$ cat config.mk
export PLATFORM = sky130hd
export DESIGN_NAME = pitch_note_lock_postprocessor_core
export DESIGN_NICKNAME = d
export VERILOG_FILES = /design/src/hdl/pnl_pkg.sv /design/src/hdl/pnl_log2.sv /design/src/hdl/pitch_note_lock_postprocessor_core.sv
export VERILOG_INCLUDE_DIRS = /design/src /design/src/hdl
export SDC_FILE = /design/constraint.sdc
export NUM_CORES = 2
export LEC_CHECK = 0
export BUFFER_PORTS_ARGS = -buffer_cell sky130_fd_sc_hd__clkbuf_2
export CAP_MARGIN = 20
export CORE_ASPECT_RATIO = 0.6
export CORE_MARGIN = 10
export CORE_UTILIZATION = 60
export DETAILED_ROUTE_END_ITERATION = 7
export HOLD_SLACK_MARGIN = 0.02
export PLACE_DENSITY = 0.79
export SLEW_MARGIN = 20
export SYNTH_ARGS = -nofsm -noshare
export SYNTH_HDL_FRONTEND = slang
export SYNTH_SLANG_ARGS = --single-unit
$ cat constraint.sdc
create_clock -name i_clk -period 10.6 [get_ports i_clk]
set_clock_uncertainty 0.15 [all_clocks]
set_input_delay 0.53 -clock i_clk [delete_from_list [all_inputs] [get_ports i_clk]]
set_output_delay 0.53 -clock i_clk [all_outputs]
set_load 0.01 [all_outputs]
$ cat src/hdl/pitch_note_lock_postprocessor_core_macros.svh
// ----------------------------------------------------------------------------
// Pitch note lock post-processor: assertion macros
// Shared concurrent assertion forms, clocked on i_clk, off while in reset.
// ----------------------------------------------------------------------------
`ifndef PITCH_NOTE_LOCK_POSTPROCESSOR_CORE_MACROS_SVH
`define PITCH_NOTE_LOCK_POSTPROCESSOR_CORE_MACROS_SVH

// same-cycle implication
`define PNL_ASSERT_SAME(lbl, ante, cons) \
    lbl: assert property (@(posedge i_clk) disable iff (!i_rst_n) (ante) |-> (cons)) \
        else $error("pnl assertion failed");

// next-cycle implication
`define PNL_ASSERT_NEXT(lbl, ante, cons) \
    lbl: assert property (@(posedge i_clk) disable iff (!i_rst_n) (ante) |=> (cons)) \
        else $error("pnl assertion failed");

`endif

$ cat src/hdl/pnl_pkg.sv
// ----------------------------------------------------------------------------
// Pitch note lock post-processor package
// Types, sequencer states and fixed constants.
// ----------------------------------------------------------------------------
`default_nettype none

package pnl_pkg;

    typedef enum logic [3:0] {
        S_IDLE, S_MED, S_CHECK, S_LOGN, S_NOTE, S_MUL1, S_MUL2,
        S_EMAF, S_LOGE, S_WAITE, S_CMUL, S_CFIN, S_OUT
    } t_state;

    typedef enum logic [1:0] {
        L_IDLE, L_NORM, L_SQR
    } t_log_state;

    typedef struct packed {
        logic        start;
        logic [23:0] x;
    } t_log_req;

    typedef struct packed {
        logic               done;
        logic signed [21:0] result;
    } t_log_rsp;

    localparam logic [0:0]  CFG_LOCK_FRAMES = 1'd0;
    localparam logic [0:0]  CFG_EMA_WEIGHT  = 1'd1;
    localparam logic [7:0]  LOCK_FRAMES_RST = 8'd3;
    localparam logic [16:0] EMA_WEIGHT_RST  = 17'd19661;
    localparam logic [16:0] WEIGHT_ONE      = 17'd65536;
    localparam logic signed [7:0] NOTE_NONE = -8'sd1;

    function automatic logic signed [21:0] f_log2_const(input logic [23:0] x);
        int          e;
        int          i;
        logic [63:0] m;
        logic [15:0] frac;
        e = 23;
        while (e > 0 && x[e] == 1'b0) e--;
        m = 64'(x) << (30 - e);
        frac = '0;
        for (i = 0; i < 16; i++) begin
            m = (m * m) >> 30;
            frac = {frac[14:0], 1'b0};
            if (m >= 64'h8000_0000) begin
                m = m >> 1;
                frac[0] = 1'b1;
            end
        end
        return 22'((e - 8) * 65536 + int'(frac));
    endfunction

    localparam logic signed [21:0] LOG_REF = f_log2_const(24'd112640);

endpackage

`default_nettype wire

$ cat src/hdl/pnl_log2.sv
// ----------------------------------------------------------------------------
// Iterative log2
// log2(x/256) in signed Q16: leading-one search one bit per cycle, then
// sixteen squaring steps of the Q1.30 mantissa on one multiplier.
// ----------------------------------------------------------------------------
`default_nettype none

module pnl_log2 (
    input  wire              i_clk,
    input  wire              i_rst_n,
    input  wire pnl_pkg::t_log_req i_req,
    output pnl_pkg::t_log_rsp o_rsp
);

    pnl_pkg::t_log_state r_state, n_state;
    logic [23:0] r_x, n_x;
    logic [4:0]  r_e, n_e;
    logic [30:0] r_m, n_m;
    logic [15:0] r_frac, n_frac;
    logic [3:0]  r_cnt, n_cnt;
    logic        r_done, n_done;
    logic [61:0] sq;

    assign sq = r_m * r_m;

    always_comb begin
        n_state = r_state;
        n_x     = r_x;
        n_e     = r_e;
        n_m     = r_m;
        n_frac  = r_frac;
        n_cnt   = r_cnt;
        n_done  = 1'b0;
        case (r_state)
            pnl_pkg::L_IDLE: begin
                if (i_req.start) begin
                    n_x     = (i_req.x == '0) ? 24'd1 : i_req.x;
                    n_e     = 5'd23;
                    n_state = pnl_pkg::L_NORM;
                end
            end
            pnl_pkg::L_NORM: begin
                if (r_x[23] || r_e == '0) begin
                    n_m     = {r_x, 7'b0};
                    n_frac  = '0;
                    n_cnt   = '0;
                    n_state = pnl_pkg::L_SQR;
                end else begin
                    n_x = {r_x[22:0], 1'b0};
                    n_e = r_e - 5'd1;
                end
            end
            pnl_pkg::L_SQR: begin
                if (sq[61]) begin
                    n_m    = sq[61:31];
                    n_frac = {r_frac[14:0], 1'b1};
                end else begin
                    n_m    = sq[60:30];
                    n_frac = {r_frac[14:0], 1'b0};
                end
                n_cnt = r_cnt + 4'd1;
                if (r_cnt == 4'd15) begin
                    n_done  = 1'b1;
                    n_state = pnl_pkg::L_IDLE;
                end
            end
            default: n_state = pnl_pkg::L_IDLE;
        endcase
    end

    always_ff @(posedge i_clk) begin
        if (!i_rst_n) begin
            r_state <= pnl_pkg::L_IDLE;
            r_done  <= 1'b0;
        end else begin
            r_state <= n_state;
            r_done  <= n_done;
        end
        r_x    <= n_x;
        r_e    <= n_e;
        r_m    <= n_m;
        r_frac <= n_frac;
        r_cnt  <= n_cnt;
    end

    assign o_rsp.done   = r_done;
    assign o_rsp.result = {6'(r_e) - 6'sd8, r_frac};

endmodule

`default_nettype wire

$ cat src/hdl/pitch_note_lock_postprocessor_core.sv
// ----------------------------------------------------------------------------
// Pitch note lock post-processor
// Median of a frequency ring, note rounding with repeat-count lock, EMA
// smoothing and cents offset, run by a sequencer over a shared multiplier.
//
// Channel    Dir  Fields (lowest bit up)
// s_axis     in   tdata: frequency[23:0], confidence[39:24]
// m_axis     out  tdata: smoothed_frequency[23:0], locked_note[31:24],
//                        cents_offset[47:32]; tuser: valid_res
// cfg        in   index 0 lock_frames, 1 ema_weight
//
// A pitched frame runs the median scan (once the ring is full), the control steps
// and two log2 passes, each a leading-one search, 16 squarings and a return. A
// silent or low-confidence frame skips both log2 passes and goes from its check
// step straight to the output step, with the result marked invalid.
// Ready only in idle; a result may wait in the output register while the next
// frame is taken, and the sequencer holds at its output step until that register
// frees. Synchronous active-low reset, no clear pass.
// ----------------------------------------------------------------------------
`default_nettype none

module pitch_note_lock_postprocessor_core #(
    parameter int MEDIAN_DEPTH = 5
) (
    input  wire         i_clk,
    input  wire         i_rst_n,
    input  wire         i_s_axis_tvalid,
    output logic        o_s_axis_tready,
    input  wire  [39:0] i_s_axis_tdata,   // frequency, confidence
    output logic        o_m_axis_tvalid,
    input  wire         i_m_axis_tready,
    output logic [47:0] o_m_axis_tdata,   // smoothed_frequency, locked_note, cents_offset
    output logic        o_m_axis_tuser,   // valid_res
    input  wire         i_cfg_we,
    input  wire  [0:0]  i_cfg_index,
    input  wire  [16:0] i_cfg_wdata
);

    localparam int PW = (MEDIAN_DEPTH > 1) ? $clog2(MEDIAN_DEPTH) : 1;
    localparam int CW = $clog2(MEDIAN_DEPTH + 1);
    localparam logic [CW-1:0] FULL = CW'(MEDIAN_DEPTH);
    localparam logic [CW-1:0] MID  = CW'(MEDIAN_DEPTH / 2);
    localparam logic [PW-1:0] LAST = PW'(MEDIAN_DEPTH - 1);

    pnl_pkg::t_state r_state, n_state;
    logic [23:0] r_ring [MEDIAN_DEPTH];
    logic [PW-1:0] r_ptr, n_ptr, r_idx, n_idx;
    logic [CW-1:0] r_fill, n_fill;
    logic [23:0] r_med, n_med, r_ema, n_ema;
    logic        r_usable, n_usable;
    logic signed [7:0] r_held, n_held, r_pend, n_pend;
    logic [7:0]  r_cnt, n_cnt, r_lock, n_lock;
    logic [16:0] r_wgt, n_wgt;
    logic signed [22:0] r_diff, n_diff;
    logic signed [42:0] r_prod, n_prod;
    logic [40:0] r_acc, n_acc;
    logic [23:0] r_rfreq, n_rfreq;
    logic signed [15:0] r_rcents, n_rcents;
    logic        r_rvalid, n_rvalid;
    logic [47:0] r_odata, n_odata;
    logic        r_ouser, n_ouser, r_ovalid, n_ovalid;

    pnl_pkg::t_log_req log_req;
    pnl_pkg::t_log_rsp log_rsp;
    logic signed [17:0] mul_a;
    logic signed [24:0] mul_b;
    logic [CW-1:0] less_n, eq_n;
    logic [23:0] cand;
    logic        ring_we;
    logic [16:0] w_sat;

    pnl_log2 u_log2 (
        .i_clk   (i_clk),
        .i_rst_n (i_rst_n),
        .i_req   (log_req),
        .o_rsp   (log_rsp)
    );

    assign cand  = r_ring[r_idx];
    assign w_sat = (r_wgt > pnl_pkg::WEIGHT_ONE) ? pnl_pkg::WEIGHT_ONE : r_wgt;

    always_comb begin
        less_n = '0;
        eq_n   = '0;
        for (int j = 0; j < MEDIAN_DEPTH; j++) begin
            if (r_ring[j] < cand)  less_n = less_n + CW'(1);
            if (r_ring[j] == cand) eq_n   = eq_n + CW'(1);
        end
    end

    always_comb begin
        mul_a = $signed({1'b0, w_sat});
        mul_b = $signed({1'b0, r_med});
        case (r_state)
            pnl_pkg::S_MUL2: begin
                mul_a = $signed({1'b0, pnl_pkg::WEIGHT_ONE - w_sat});
                mul_b = $signed({1'b0, r_ema});
            end
            pnl_pkg::S_CMUL: begin
                mul_a = 18'sd12000;
                mul_b = 25'(r_diff);
            end
            default: ;
        endcase
    end

    always_comb begin
        logic signed [27:0] n12;
        logic [27:0]        m12;
        logic [11:0]        r12;
        logic signed [12:0] note_w;
        logic signed [7:0]  note;
        logic [42:0]        mc;
        logic [26:0]        rc;
        logic signed [31:0] cw;
        logic [41:0]        esum;

        n_state  = r_state;
        n_ptr    = r_ptr;
        n_idx    = r_idx;
        n_fill   = r_fill;
        n_med    = r_med;
        n_ema    = r_ema;
        n_usable = r_usable;
        n_held   = r_held;
        n_pend   = r_pend;
        n_cnt    = r_cnt;
        n_lock   = r_lock;
        n_wgt    = r_wgt;
        n_diff   = r_diff;
        n_prod   = r_prod;
        n_acc    = r_acc;
        n_rfreq  = r_rfreq;
        n_rcents = r_rcents;
        n_rvalid = r_rvalid;
        n_odata  = r_odata;
        n_ouser  = r_ouser;
        n_ovalid = r_ovalid;
        ring_we  = 1'b0;
        log_req.start = 1'b0;
        log_req.x     = (r_state == pnl_pkg::S_LOGE) ? r_ema : r_med;
        o_s_axis_tready = (r_state == pnl_pkg::S_IDLE);

        n12    = 28'(r_diff) * 28'sd12;
        m12    = n12[27] ? 28'(-n12) : 28'(n12);
        r12    = 12'((m12 + 28'd32768) >> 16);
        note_w = n12[27] ? 13'sd69 - $signed({1'b0, r12}) : 13'sd69 + $signed({1'b0, r12});
        note   = (note_w < 0) ? 8'sd0 : (note_w > 13'sd127) ? 8'sd127 : 8'(note_w);

        mc   = r_prod[42] ? 43'(-r_prod) : 43'(r_prod);
        rc   = 27'((mc + 43'd32768) >> 16);
        cw   = r_prod[42] ? -$signed({5'b0, rc}) : $signed({5'b0, rc});
        cw   = cw - 32'(r_held - 8'sd69) * 32'sd1000;
        esum = 42'(r_acc) + 42'(r_prod[40:0]) + 42'd32768;

        if (r_ovalid && i_m_axis_tready) n_ovalid = 1'b0;
        if (i_cfg_we) begin
            if (i_cfg_index == pnl_pkg::CFG_LOCK_FRAMES) n_lock = i_cfg_wdata[7:0];
            else n_wgt = i_cfg_wdata;
        end

        case (r_state)
            pnl_pkg::S_IDLE: begin
                if (i_s_axis_tvalid) begin
                    ring_we  = 1'b1;
                    n_ptr    = (r_ptr == LAST) ? '0 : r_ptr + PW'(1);
                    n_fill   = (r_fill == FULL) ? FULL : r_fill + CW'(1);
                    n_med    = i_s_axis_tdata[23:0];
                    n_usable = !i_s_axis_tdata[39] && (i_s_axis_tdata[39:24] != '0);
                    n_idx    = '0;
                    n_state  = (n_fill == FULL) ? pnl_pkg::S_MED : pnl_pkg::S_CHECK;
                end
            end
            pnl_pkg::S_MED: begin
                if (less_n <= MID && (less_n + eq_n) > MID) n_med = cand;
                n_idx = r_idx + PW'(1);
                if (r_idx == LAST) n_state = pnl_pkg::S_CHECK;
            end
            pnl_pkg::S_CHECK: begin
                if (r_med == '0 || !r_usable) begin
                    n_rfreq  = '0;
                    n_rcents = '0;
                    n_rvalid = 1'b0;
                    n_state  = pnl_pkg::S_OUT;
                end else begin
                    log_req.start = 1'b1;
                    n_state = pnl_pkg::S_LOGN;
                end
            end
            pnl_pkg::S_LOGN: begin
                if (log_rsp.done) begin
                    n_diff  = 23'(log_rsp.result) - 23'(pnl_pkg::LOG_REF);
                    n_state = pnl_pkg::S_NOTE;
                end
            end
            pnl_pkg::S_NOTE: begin
                if (note == r_held) begin
                    n_pend = pnl_pkg::NOTE_NONE;
                    n_cnt  = '0;
                end else begin
                    if (note == r_pend) begin
                        if (r_cnt != 8'hFF) n_cnt = r_cnt + 8'd1;
                    end else begin
                        n_pend = note;
                        n_cnt  = 8'd1;
                    end
                    if (n_cnt >= r_lock) begin
                        n_held = n_pend;
                        n_ema  = r_med;
                        n_pend = pnl_pkg::NOTE_NONE;
                        n_cnt  = '0;
                    end
                end
                if (n_held < 0) n_held = note;
                if (n_ema == '0) begin
                    n_ema   = r_med;
                    n_state = pnl_pkg::S_LOGE;
                end else begin
                    n_state = pnl_pkg::S_MUL1;
                end
            end
            pnl_pkg::S_MUL1: begin
                n_prod  = mul_a * mul_b;
                n_state = pnl_pkg::S_MUL2;
            end
            pnl_pkg::S_MUL2: begin
                n_acc   = r_prod[40:0];
                n_prod  = mul_a * mul_b;
                n_state = pnl_pkg::S_EMAF;
            end
            pnl_pkg::S_EMAF: begin
                n_ema   = esum[39:16];
                n_state = pnl_pkg::S_LOGE;
            end
            pnl_pkg::S_LOGE: begin
                n_rfreq  = r_ema;
                n_rvalid = 1'b1;
                if (r_ema == '0 || r_held < 0) begin
                    n_rcents = '0;
                    n_state  = pnl_pkg::S_OUT;
                end else begin
                    log_req.start = 1'b1;
                    n_state = pnl_pkg::S_WAITE;
                end
            end
            pnl_pkg::S_WAITE: begin
                if (log_rsp.done) begin
                    n_diff  = 23'(log_rsp.result) - 23'(pnl_pkg::LOG_REF);
                    n_state = pnl_pkg::S_CMUL;
                end
            end
            pnl_pkg::S_CMUL: begin
                n_prod  = mul_a * mul_b;
                n_state = pnl_pkg::S_CFIN;
            end
            pnl_pkg::S_CFIN: begin
                if (cw > 32'sd24000) n_rcents = 16'sd24000;
                else if (cw < -32'sd24000) n_rcents = -16'sd24000;
                else n_rcents = 16'(cw);
                n_state = pnl_pkg::S_OUT;
            end
            pnl_pkg::S_OUT: begin
                if (!r_ovalid || i_m_axis_tready) begin
                    n_odata  = {r_rcents, r_held, r_rfreq};
                    n_ouser  = r_rvalid;
                    n_ovalid = 1'b1;
                    n_state  = pnl_pkg::S_IDLE;
                end
            end
            default: n_state = pnl_pkg::S_IDLE;
        endcase
    end

    always_ff @(posedge i_clk) begin
        if (!i_rst_n) begin
            r_state  <= pnl_pkg::S_IDLE;
            r_ptr    <= '0;
            r_fill   <= '0;
            r_ema    <= '0;
            r_held   <= pnl_pkg::NOTE_NONE;
            r_pend   <= pnl_pkg::NOTE_NONE;
            r_cnt    <= '0;
            r_lock   <= pnl_pkg::LOCK_FRAMES_RST;
            r_wgt    <= pnl_pkg::EMA_WEIGHT_RST;
            r_ovalid <= 1'b0;
        end else begin
            r_state  <= n_state;
            r_ptr    <= n_ptr;
            r_fill   <= n_fill;
            r_ema    <= n_ema;
            r_held   <= n_held;
            r_pend   <= n_pend;
            r_cnt    <= n_cnt;
            r_lock   <= n_lock;
            r_wgt    <= n_wgt;
            r_ovalid <= n_ovalid;
        end
        r_idx    <= n_idx;
        r_med    <= n_med;
        r_usable <= n_usable;
        r_diff   <= n_diff;
        r_prod   <= n_prod;
        r_acc    <= n_acc;
        r_rfreq  <= n_rfreq;
        r_rcents <= n_rcents;
        r_rvalid <= n_rvalid;
        r_odata  <= n_odata;
        r_ouser  <= n_ouser;
    end

    always_ff @(posedge i_clk) begin
        if (!i_rst_n) begin
            for (int k = 0; k < MEDIAN_DEPTH; k++) r_ring[k] <= '0;
        end else if (ring_we) begin
            r_ring[r_ptr] <= i_s_axis_tdata[23:0];
        end
    end

    assign o_m_axis_tvalid = r_ovalid;
    assign o_m_axis_tdata  = r_odata;
    assign o_m_axis_tuser  = r_ouser;

`include "pitch_note_lock_postprocessor_core_macros.svh"

    `PNL_ASSERT_NEXT(a_busy_after_take, i_s_axis_tvalid && o_s_axis_tready, !o_s_axis_tready)
    `PNL_ASSERT_SAME(a_invalid_zero, o_m_axis_tvalid && !o_m_axis_tuser,
                     o_m_axis_tdata[23:0] == '0 && o_m_axis_tdata[47:32] == '0)
    `PNL_ASSERT_SAME(a_valid_has_note, o_m_axis_tvalid && o_m_axis_tuser, !o_m_axis_tdata[31])
    `PNL_ASSERT_SAME(a_log_only_busy, log_rsp.done,
                     r_state == pnl_pkg::S_LOGN || r_state == pnl_pkg::S_WAITE)

endmodule

`default_nettype wire
==> flow_summary.yaml <==
setup_path:
  cp_max_fo: 25
  cp_data_required_time_ps: 10880
  cp-start-kind: "flip-flop"
  crit_type: "flip-flop to flip-flop"
  slowest_delay_ps: 600
  cp_slowest_cell: "fa_1"
  cp-end-kind: "flip-flop"
  arrival_ps: 10850
  cpMostUsedCell: "fa_1"
route:
  ant_nets: 0
  num_vias: 59400
  wl_um: 234000
  first_pass_iters: 8
  viasPerCell: 6.01
  wire_per_inst_um: 23.6
  drc: 0
  drtIter0Drc: 7198
grt:
  busiest_layer: "met1"
  grtUsageMet1: 0.466
  grtUsageMet2: 0.450
  grtUsageTotal: 0.319
  grt_max_degree: 55
  antenna_found_initial: 3
  globalRouteMet3Util: 0.110
  grt_pass1_vias: 60300
  grt_pass1_wl_um: 355000
  grt_overflow: 0
synthesis:
  syn_area_mm2: 0.0770
  ys_async_sr_fraction: 0
  yosysMostFrequentCell: "inv_1"
  synth_common_cells: "inv_1 (1,467), fa_1 (1,195), nand2_1 (879)"
  synth_top_area_cell: "fa_1"
  synth_ff_type: "edfxtp_1"
  syn_inst: 7834
  ys_types: 98
  yosys-top-cells-area: "fa_1 (31%), edfxtp_1 (19%), ha_1 (11%)"
  synth-edff-count: 496
  seq_area_frac_synth: 0.217
  yosysTopAreaCellShare: 0.311
  ys_warn_count: 0
  synth.ff_latch_count: 586
  synth_area_per_cell_um2: 9.83
cts:
  cts_buffer_depth: 3
  h-tree-depth: 2
  cts_tree: "done"
  cts_made_buffers: 57
  clk_latency_ps: 710
  path_clk_slew_ps: 60
  root_buffer: "clkbuf_16"
  clock-sinks: 586
timing:
  slew_viol_final: 0
  fin_crit_sh: 0.997
  setup_violations: 0
  fmax_mhz: 94.6
  hold_violations: 0
  finalWorstSetupSlack_ps: 27.9
  slew_headroom: 0.264
  tightest_slew_ps: 1100
  fin_setup_tns_ps: 0
  whs_ps: 44.0
  period_minus_slack_ps: 10570
  rsz0062_at_grt: "true"
min_path:
  hold_path.class: "input port to flip-flop"
floorplanning:
  start_util: 0.606
  core_area_mm2: 0.127
  die_x_um: 483
  ios: 114
  chipHeight_um: 298
  dieArea_mm2: 0.144
  fp-row-count: 101
place:
  gp_congestion: 1.03
  hpwl_um: 189000
  dp_slack_ps: -526
  numPortBuffers: 113
cells_and_area:
  nets: 10100
  syn2layout_area_growth_pct: 10.4
  post_route_cells_drive_above_1_share: 0.108
status:
  status: "finished clean"
flow_run:
  maxCapViolCount: 0
[what timing repair did]
item,CTS,global route
setup endpoints to repair,54,106
hold buffers,17,0
pin swaps,1,105
setup buffers,0,53
gates cloned,0,4
endpoints found under the hold margin,44,0
gates resized for setup,24,194
[metal layers]
| metal | vias up | part of all wire |
|---|---|---|
| li1 | 25800 | - |
| met1 | 29300 | 0.40 |
| met2 | 3881 | 0.41 |
| met3 | 488 | 0.15 |
| met4 | 2 | 0.034 |
| met5 | - | 0.000056 |
[cell usage in the layout, fill, tap and decap left out, drive strengths merged, types with 21 or more instances in the layout]
master / instances
nand3: 89
and3: 24
mux2i: 35
clkbuf: 186
xor2: 115
nand4: 49
nand2: 879
buf: 382
or3: 34
nand2b: 81
o31ai: 23
nor2: 460
o21ai: 247
inv: 1480
fa: 1195
nor2b: 83
nor4: 38
mux4: 48
nor3: 86
edfxtp: 496
or2: 28
ha: 707
a31oi: 33
dfxtp: 90
and2: 378
conb: 21
clkinv: 29
a22oi: 31
a21oi: 237
o22ai: 22
a21o: 68
xnor2: 187
o21a: 27
[final timing paths]
path                             start                      endpoint  slack, ps  depth (start not counted)
max           u_log2.r_m[16]$_DFFE_PP_      u_log2.r_m[14]$_DFFE_PP_         30                         37
min                     i_cfg_wdata[0]        r_lock[0]$_SDFFE_PN1P_         40                          3
max reg2reg   u_log2.r_m[16]$_DFFE_PP_      u_log2.r_m[14]$_DFFE_PP_         30                         37
min reg2reg  r_rfreq[16]$_SDFFCE_PN0P_  o_m_axis_tdata[16]$_DFFE_PP_        230                          0
[worst max-delay path: cells and delay by family, from the launching register on]
family,cells,cell delay [ps]
adder cells (fa/ha/maj),9,4480
AO/OA/AOI/OAI,12,3060
buffers and inverters,11,1340
AND/OR/NAND/NOR,4,570
flip-flops,1,460
XOR/XNOR,1,250
[area by class of cell]
type	count	area (µm²)
fillers	9558	42000
diodes	3	7.51
well taps	1699	2130
inverters	1477	5540
flip-flops and latches	586	16700
multi-input cells	5507	54800
clock buffers	71	1550
clock inverters	37	402
repair buffers	514	3950
[cell families after synthesis]
group	after synthesis	synth area share
compound gates	902	0.0759
xor+xnor	302	0.0345
fa+ha+maj	1902	0.425
buf+inv	1761	0.0861
flops	586	0.217
mux	89	0.0195
other cells	2	0.0000975
simple gates	2290	0.142
[through the flow]
| step | utilization | area, µm² | instances |
|---|---|---|---|
| after detailed placement | 0.641 | 81500 | 9713 |
| after global routing | 0.670 | 85000 | 9892 |
| after floorplan | - | 77100 | 7853 |
| after global placement | 0.641 | 81500 | 9713 |
| after CTS | 0.659 | 83700 | 9838 |
| final | 0.670 | 85000 | 9894 |
[sequential cells by signal (all words and copies together) (netlist names), 16 cells and up, named ones only]
name	cells
r_diff	23
u_log2.r_frac	16
u_log2.r_m	31
r_acc	40
r_ema	24
r_med	24
o_m_axis_tdata	48
r_ring	192
u_log2.r_x	24
r_prod	43
r_rfreq	24
r_rcents	16
r_wgt	17
Power is not shown: default switching activity piles up to over one toggle a cycle in this logic, so the estimate is an artifact.
